File: src/design/tcph_pkg.sv
// shared types, register codes and the ones' complement fold for the
// transport checksum block; no dependencies
package tcph_pkg;

    localparam int unsigned CFG_IDX_W = 3;
    localparam int unsigned ADDR_W    = 64;

    // register map of the configuration port
    typedef enum logic [CFG_IDX_W-1:0] {
        CFG_IPV6_MODE   = 3'd0,
        CFG_SRC_UPPER   = 3'd1,
        CFG_SRC_LOWER   = 3'd2,
        CFG_DST_UPPER   = 3'd3,
        CFG_DST_LOWER   = 3'd4,
        CFG_PROTOCOL    = 3'd5
    } t_cfg_reg;

    localparam logic [7:0] PROTOCOL_RESET = 8'd6;

    // cycles the pseudo-header sum needs after a register write
    localparam logic [1:0] SETTLE_CYCLES = 2'd2;

    // pseudo-header state handed to the summing stage
    typedef struct packed {
        logic        ipv6;
        logic [15:0] sum;
        logic        settled;
    } t_pseudo;

    // one accepted word of the byte stream
    typedef struct packed {
        logic       last;
        logic [7:0] data;
    } t_byte_word;

    // folds a 20-bit sum of 16-bit words back into 16 bits with end-around
    // carry; zero stays zero and any non-zero total stays non-zero
    function automatic logic [15:0] fold20(input logic [19:0] x);
        logic [16:0] t;
        t = 17'(x[15:0]) + 17'(x[19:16]);
        return t[15:0] + 16'(t[16]);
    endfunction

endpackage

File: src/design/transport_checksum_pseudo_header.sv
// top level of the tcp/udp checksum engine with ipv4/ipv6 pseudo-header
// depends on tcph_pkg, tcph_cfg and tcph_sum
//
// usage
//   input channel (i_valid / o_ready): one segment byte per word in network
//   order, i_last_byte high on the final byte; a segment holds at least one
//   byte. output channel (o_valid / i_ready): one checksum word per segment,
//   the complemented folded sum ready to drop into the header field.
//   configuration channel (i_cfg_valid / o_cfg_ready): register index and 64-bit
//   data; the user writes only while no segment result is outstanding (not enforced).
// pipeline and throughput
//   one byte per cycle sustained while o_ready is high. a last byte passes
//   two register stages (input register, result register) before o_valid
//   rises. the result register frees itself in the same cycle it is
//   taken, so segments stream back to back.
//   after reset and after every register write, o_ready stays low while
//   the registered pseudo-header sum is rebuilt.
// reset
//   synchronous, active low: segment state cleared, registers to defaults
//   (ipv4, addresses zero, protocol 6), both channels empty.
// stall
//   while a checksum waits on i_ready, non-last bytes keep flowing; a last
//   byte waits in the input register and o_ready drops behind it.
module transport_checksum_pseudo_header import tcph_pkg::*; #(
    parameter int unsigned LENGTH_BITS = 16
) (
    input  logic                 i_clk,
    input  logic                 i_rst_n,
    // byte stream
    input  logic                 i_valid,
    output logic                 o_ready,
    input  logic [7:0]           i_data_byte,
    input  logic                 i_last_byte,
    // checksum result
    output logic                 o_valid,
    input  logic                 i_ready,
    output logic [15:0]          o_checksum_value,
    // register writes
    input  logic                 i_cfg_valid,
    output logic                 o_cfg_ready,
    input  logic [CFG_IDX_W-1:0] i_cfg_index,
    input  logic [ADDR_W-1:0]    i_cfg_data
);

    t_pseudo     pseudo;
    t_byte_word  r_in;
    logic        r_in_valid;
    logic        r_out_valid;
    logic [15:0] r_out_checksum;
    logic [15:0] checksum;
    logic        out_free;
    logic        advance;
    logic        in_accept;
    logic        cfg_write;

    // register writes are always taken
    assign o_cfg_ready = 1'b1;
    assign cfg_write   = i_cfg_valid & o_cfg_ready;

    tcph_cfg u_cfg (
        .i_clk      (i_clk),
        .i_rst_n    (i_rst_n),
        .i_wr_en    (cfg_write),
        .i_wr_index (i_cfg_index),
        .i_wr_data  (i_cfg_data),
        .o_pseudo   (pseudo)
    );

    // the result register is free when empty or being taken this cycle
    assign out_free = !r_out_valid || i_ready;
    // a non-last byte only updates the sum; a last byte needs a result slot
    assign advance  = r_in_valid && (!r_in.last || out_free);
    assign o_ready  = pseudo.settled && (!r_in_valid || advance);
    assign in_accept = i_valid && o_ready;

    tcph_sum #(
        .LENGTH_BITS (LENGTH_BITS)
    ) u_sum (
        .i_clk      (i_clk),
        .i_rst_n    (i_rst_n),
        .i_step     (advance),
        .i_word     (r_in),
        .i_pseudo   (pseudo),
        .o_checksum (checksum)
    );

    // input register
    always_ff @(posedge i_clk) begin
        if (!i_rst_n) begin
            r_in_valid <= 1'b0;
        end else if (in_accept) begin
            r_in_valid <= 1'b1;
        end else if (advance) begin
            r_in_valid <= 1'b0;
        end
    end

    always_ff @(posedge i_clk) begin
        if (in_accept) begin
            r_in.data <= i_data_byte;
            r_in.last <= i_last_byte;
        end
    end

    // result register
    always_ff @(posedge i_clk) begin
        if (!i_rst_n) begin
            r_out_valid <= 1'b0;
        end else if (advance && r_in.last) begin
            r_out_valid <= 1'b1;
        end else if (i_ready) begin
            r_out_valid <= 1'b0;
        end
    end

    always_ff @(posedge i_clk) begin
        if (advance && r_in.last) begin
            r_out_checksum <= checksum;
        end
    end

    assign o_valid          = r_out_valid;
    assign o_checksum_value = r_out_checksum;

    // a new checksum only appears behind a last byte leaving the input register
    a_result_from_last: assert property (@(posedge i_clk) disable iff (!i_rst_n)
        $rose(r_out_valid) |-> $past(r_in_valid && r_in.last))
        else $error("checksum appeared without a last byte");

    // a last byte never overruns a stalled result
    a_last_waits: assert property (@(posedge i_clk) disable iff (!i_rst_n)
        (r_in_valid && r_in.last && r_out_valid && !i_ready)
        |=> (r_in_valid && r_in.last && r_out_valid))
        else $error("last byte overran a stalled checksum");

    // the pseudo-header sum is rebuilt before the next byte enters
    a_cfg_settle: assert property (@(posedge i_clk) disable iff (!i_rst_n)
        cfg_write |=> !in_accept ##1 !in_accept)
        else $error("byte taken before pseudo-header sum settled");

endmodule

File: src/design/tcph_cfg.sv
// configuration registers and the registered pseudo-header address sum
// depends on tcph_pkg
module tcph_cfg import tcph_pkg::*; (
    input  logic                 i_clk,
    input  logic                 i_rst_n,
    input  logic                 i_wr_en,
    input  logic [CFG_IDX_W-1:0] i_wr_index,
    input  logic [ADDR_W-1:0]    i_wr_data,
    output t_pseudo              o_pseudo
);

    logic              r_ipv6_mode;
    logic [ADDR_W-1:0] r_src_upper;
    logic [ADDR_W-1:0] r_src_lower;
    logic [ADDR_W-1:0] r_dst_upper;
    logic [ADDR_W-1:0] r_dst_lower;
    logic [7:0]        r_protocol;
    logic [1:0]        r_settle;

    logic [17:0] r_part [4];
    logic [17:0] n_part [4];
    logic [15:0] r_sum;
    logic [15:0] n_sum;
    logic [15:0] addr_fold;

    always_ff @(posedge i_clk) begin
        if (!i_rst_n) begin
            r_ipv6_mode <= 1'b0;
            r_src_upper <= '0;
            r_src_lower <= '0;
            r_dst_upper <= '0;
            r_dst_lower <= '0;
            r_protocol  <= PROTOCOL_RESET;
        end else if (i_wr_en) begin
            unique case (t_cfg_reg'(i_wr_index))
                CFG_IPV6_MODE: r_ipv6_mode <= i_wr_data[0];
                CFG_SRC_UPPER: r_src_upper <= i_wr_data;
                CFG_SRC_LOWER: r_src_lower <= i_wr_data;
                CFG_DST_UPPER: r_dst_upper <= i_wr_data;
                CFG_DST_LOWER: r_dst_lower <= i_wr_data;
                CFG_PROTOCOL:  r_protocol  <= i_wr_data[7:0];
                default: ;
            endcase
        end
    end

    // settle count: holds the input off until both sum stages reflect the
    // registers
    always_ff @(posedge i_clk) begin
        if (!i_rst_n) begin
            r_settle <= SETTLE_CYCLES;
        end else if (i_wr_en) begin
            r_settle <= SETTLE_CYCLES;
        end else if (r_settle != 2'd0) begin
            r_settle <= r_settle - 2'd1;
        end
    end

    // stage a: word sums of each address register, ipv4 keeps the low
    // two words of the lower registers only
    always_comb begin
        if (r_ipv6_mode) begin
            n_part[0] = 18'(r_src_upper[63:48]) + 18'(r_src_upper[47:32])
                      + 18'(r_src_upper[31:16]) + 18'(r_src_upper[15:0]);
            n_part[1] = 18'(r_src_lower[63:48]) + 18'(r_src_lower[47:32])
                      + 18'(r_src_lower[31:16]) + 18'(r_src_lower[15:0]);
            n_part[2] = 18'(r_dst_upper[63:48]) + 18'(r_dst_upper[47:32])
                      + 18'(r_dst_upper[31:16]) + 18'(r_dst_upper[15:0]);
            n_part[3] = 18'(r_dst_lower[63:48]) + 18'(r_dst_lower[47:32])
                      + 18'(r_dst_lower[31:16]) + 18'(r_dst_lower[15:0]);
        end else begin
            n_part[0] = '0;
            n_part[1] = 18'(r_src_lower[31:16]) + 18'(r_src_lower[15:0]);
            n_part[2] = '0;
            n_part[3] = 18'(r_dst_lower[31:16]) + 18'(r_dst_lower[15:0]);
        end
    end

    // stage b: the four parts fit 20 bits, fold them before the protocol
    // word joins
    assign addr_fold = fold20(20'(r_part[0]) + 20'(r_part[1]) + 20'(r_part[2])
                            + 20'(r_part[3]));
    assign n_sum     = fold20(20'(addr_fold) + 20'(r_protocol));

    always_ff @(posedge i_clk) begin
        r_part <= n_part;
        r_sum  <= n_sum;
    end

    assign o_pseudo.ipv6    = r_ipv6_mode;
    assign o_pseudo.sum     = r_sum;
    assign o_pseudo.settled = (r_settle == 2'd0);

endmodule

File: src/design/tcph_sum.sv
// running ones' complement sum, byte pairing, length count and the final
// checksum of a segment; depends on tcph_pkg
module tcph_sum import tcph_pkg::*; #(
    parameter int unsigned LENGTH_BITS = 16
) (
    input  logic        i_clk,
    input  logic        i_rst_n,
    input  logic        i_step,
    input  t_byte_word  i_word,
    input  t_pseudo     i_pseudo,
    output logic [15:0] o_checksum
);

    logic [15:0]            r_running_sum;
    logic [7:0]             r_pending_high;
    logic                   r_odd;
    logic [LENGTH_BITS-1:0] r_length;

    logic [15:0]            n_running_sum;
    logic [15:0]            pair_word;
    logic [16:0]            pair_add;
    logic [LENGTH_BITS-1:0] n_length;
    logic [31:0]            len32;
    logic [15:0]            len_hi;
    logic [15:0]            final_sum;

    // odd trailing byte pads as the high byte of its word
    assign pair_word = r_odd ? {r_pending_high, i_word.data} : {i_word.data, 8'h00};
    assign pair_add  = 17'(r_running_sum) + 17'(pair_word);
    assign n_running_sum = pair_add[15:0] + 16'(pair_add[16]);

    // saturating byte count, the current byte included
    assign n_length = (r_length == '1) ? r_length : r_length + LENGTH_BITS'(1);
    assign len32    = 32'(n_length);
    assign len_hi   = i_pseudo.ipv6 ? len32[31:16] : 16'h0000;

    assign final_sum = fold20(20'(r_running_sum) + 20'(pair_word) + 20'(i_pseudo.sum)
                            + 20'(len_hi) + 20'(len32[15:0]));
    assign o_checksum = ~final_sum;

    always_ff @(posedge i_clk) begin
        if (!i_rst_n) begin
            r_running_sum  <= '0;
            r_pending_high <= '0;
            r_odd          <= 1'b0;
            r_length       <= '0;
        end else if (i_step) begin
            if (i_word.last) begin
                r_running_sum  <= '0;
                r_pending_high <= '0;
                r_odd          <= 1'b0;
                r_length       <= '0;
            end else begin
                r_length <= n_length;
                if (r_odd) begin
                    r_running_sum  <= n_running_sum;
                    r_pending_high <= '0;
                    r_odd          <= 1'b0;
                end else begin
                    r_pending_high <= i_word.data;
                    r_odd          <= 1'b1;
                end
            end
        end
    end

endmodule
File: config.mk
export PLATFORM = sky130hd
export DESIGN_NAME = transport_checksum_pseudo_header
export DESIGN_NICKNAME = d
export VERILOG_FILES = /design/src/design/tcph_pkg.sv /design/src/design/transport_checksum_pseudo_header.sv /design/src/design/tcph_cfg.sv /design/src/design/tcph_sum.sv
export SDC_FILE = /design/constraint.sdc
export NUM_CORES = 1
export LEC_CHECK = 0
export ABC_AREA = 0
export BUFFER_PORTS_ARGS = -buffer_cell sky130_fd_sc_hd__buf_4
export CORE_MARGIN = 2
export CORE_UTILIZATION = 60
export DETAILED_ROUTE_END_ITERATION = 10
export GPL_ROUTABILITY_DRIVEN = 0
export GPL_TIMING_DRIVEN = 0
export PLACE_DENSITY = 0.82
export SETUP_SLACK_MARGIN = 0.02
export SYNTH_ARGS = -nofsm -noshare
export SYNTH_HDL_FRONTEND = slang
export SYNTH_SLANG_ARGS = --single-unit
File: constraint.sdc
create_clock -name i_clk -period 25.8 [get_ports i_clk]
set_clock_uncertainty 0.05 [all_clocks]
set_input_delay 1.29 -clock i_clk [delete_from_list [all_inputs] [get_ports i_clk]]
set_output_delay 1.29 -clock i_clk [all_outputs]
set_load 0.01 [all_outputs]
==> metrics.csv <==
metric,value,unit
highest_layer,met5,
hp-class,register to register,
insertedDiodeCount,0,
fill_cells,3907,
drtIter0Drc,1989,
grt_antenna_before_repair,2,
worstMarginPinSlew,1260,ps
postCtsSetupRepairBufs,0,
crit_slowest_cell,fa_1,
cts_max_level,2,
grt_pass1_vias,23300,
power.leakage,13.9,nW
yosysWarnings,0,
numCtsBuffers,47,
period_needed,13380,ps
grt-ovfl-total,0,
gr-usage-all-layers,31.9,%
post-route-util,67.4,%
finalInstanceArea,0.0322,mm2
core-area,0.0478,mm2
cts_tree,built,
clkTransAtPathRegs,60,ps
cp-end-kind,register,
via_count,24700,
wl_met1,32.9,mm
powerDensity,50.0,mW/mm2
grt_max_degree,18,
synth_top_cell_by_area,dfxtp_1,
async_reset_ff_share,0,%
avgSynthCellArea,8.25,um2
wl_per_cell,18.8,um
port_buffers,95,
final-setup-viol-count,0,
clock.fmax,0.0747,GHz
critical_path.most_common_cell,ha_1,
relSlewSlack,15.9,%
drv_cap,0,
fin_crit_sh,51.9,%
setup_tns,0,ps
synth_area,0.0292,mm2
wl_met2,37.2,mm
dp_hpwl,64.2,mm
detail-route-antenna-nets,0,
ir_worst_vdd,0.0000617,V
final_common_cell,nand2_1,
r2r_setup_slack,12420,ps
die_area,0.0504,mm2
synth_area_leaders,"dfxtp_1, ha_1, nand2_1, fa_1, a21boi_0",
critPathMaxStageDelay,490,ps
fp.dieH,225,um
cts_root_buffer,clkbuf_16,
drive_above_1_share,5.70,%
initial_utilization,61.0,%
synth_nets,3990,
cts_hold_buf,0,
worst_ep_required_time,26270,ps
critPathKind,register to register,
area_growth,10.5,%
fin_nets,4134,
ys_seq_area_share,29.9,%
routed_wl,81.3,mm
vias_per_cell,5.71,
insertion_delay,610,ps
arrival,13850,ps
dpl-instance-area,0.0307,mm2
cts_resized,0,
crit_fanout,9,
run_status,"finished, final reports clean",
mostFrequentLayoutCells,"nand2_1, inv_1, dfxtp_1, a21boi_0, ha_1",
ios,100,
synth.distinct_cells,85,
grt_pass1_wl,125,mm
whs,415,ps
cts_buffer_depth,3,
ys_ff_latch,423,
synth_cells,3538,
rsz0062_at_grt,no,
die_w,225,um
synth_top_area_share,27.3,%
startpoint_type,register,
finalMaxSlewViolations,0,
rows,80,
drtPass1Iterations,6,
synth_flop_cell,dfxtp_1,
cts.sinks,423,
drc,0,
synth_edf_count,25,
wl_met3,6.54,mm
hold_viol_final,0,
==> sequential cells by signal (all words and copies together), names as in the netlist <==
register	flops
o_checksum_value	16
o_valid	1
r_in	9
r_in_valid	1
u_cfg.r_dst_lower	64
u_cfg.r_dst_upper	64
u_cfg.r_ipv6_mode	1
u_cfg.r_part	72
u_cfg.r_protocol	8
u_cfg.r_settle	2
u_cfg.r_src_lower	64
u_cfg.r_src_upper	64
u_cfg.r_sum	16
u_sum.r_length	16
u_sum.r_odd	1
u_sum.r_pending_high	8
u_sum.r_running_sum	16
==> area by class of cell <==
class	instances	area, um2	area share, %
buffer	115	437	1.35
clock buffer	60	1300	4.02
clock inverter	24	273	0.846
inverter	456	1710	5.31
multi-input combinational	2544	18300	56.8
sequential	423	8720	27.0
tap	615	769	2.39
timing repair buffer	95	713	2.21
==> where the power goes <==
| group | internal, mW | leakage (nW) | switching [mW] |
|---|---|---|---|
| Sequential | 0.679 | 3.45 | 0.0119 |
| Combinational | 0.0886 | 9.66 | 0.142 |
| Clock | 0.397 | 0.766 | 0.294 |
| Total | 1.17 | 13.9 | 0.448 |
==> worst max-delay path: cells and delay by family (launching register included) <==
kind	cells	cell delay, ps
simple gates	23	4980
compound gates	20	4090
fa+ha+maj	10	3090
xor+xnor	4	590
flops	1	330
buf+inv	3	180
==> logic make-up (layout without fill, tap and decap cells) <==
family,after synthesis,after routing,synth area share [%]
AO/OA/AOI/OAI,815,815,18.8
multiplexers,14,14,0.527
flip-flops,423,423,29.9
other,1,1,0.0128
AND/OR/NAND/NOR,1079,1079,16.5
buffers and inverters,571,750,7.36
adder cells (fa/ha/maj),371,371,18.9
XOR/XNOR,264,264,8.06
==> synth_stat cells (4+ instances only) <==
cell / instances
clkbuf_1: 110
a21boi_0: 294
a21o_1: 49
nand2b_1: 22
o211ai_1: 8
dfxtp_1: 398
nor2_1: 122
nand3_1: 48
nand2_1: 643
and4_1: 5
o21bai_1: 48
xnor2_1: 170
ha_1: 256
inv_1: 456
a311oi_1: 4
edfxtp_1: 25
a22oi_1: 30
a2111o_1: 4
nor3b_1: 12
and3_1: 27
nand3b_1: 7
xor2_1: 90
mux2_2: 11
or3_1: 18
o21ai_0: 118
o2111ai_1: 5
fa_1: 115
a21oi_1: 172
a211oi_1: 7
o31ai_1: 5
nor3_1: 44
and2_1: 22
nor4_1: 8
nor2b_1: 57
nand4_1: 19
o21a_1: 8
a31oi_1: 14
o41ai_1: 5
or2_1: 4
o21ai_1: 7
==> final timing paths <==
path / from / endpoint / cells after the start
min: u_cfg.r_src_upper[18] / u_cfg.r_src_upper[18] / 2
min reg2reg: u_cfg.r_src_upper[18] / u_cfg.r_src_upper[18] / 2
max: u_cfg.r_part[37] / u_cfg.r_sum[15] / 60
max reg2reg: u_cfg.r_part[37] / u_cfg.r_sum[15] / 60
==> layer usage <==
layer	vias up	global-route usage (%)
met4	4	16.4
li1	12000	-
met2	943	52.5
met3	244	5.17
met5	-	0
met1	11600	40.5
==> through the flow <==
stage          power (mW)  setup slack, ps  instances
2_1_floorplan       0.855            14710       3538
3_3_place_gp        0.923            13020       4248
3_5_place_dp        0.929            12780       4248
4_1_cts              1.61            12600       4332
5_1_grt              1.66            11290       4332
6_report             1.61            12420       4332
Note: power is estimated with default switching activity, not from simulation.
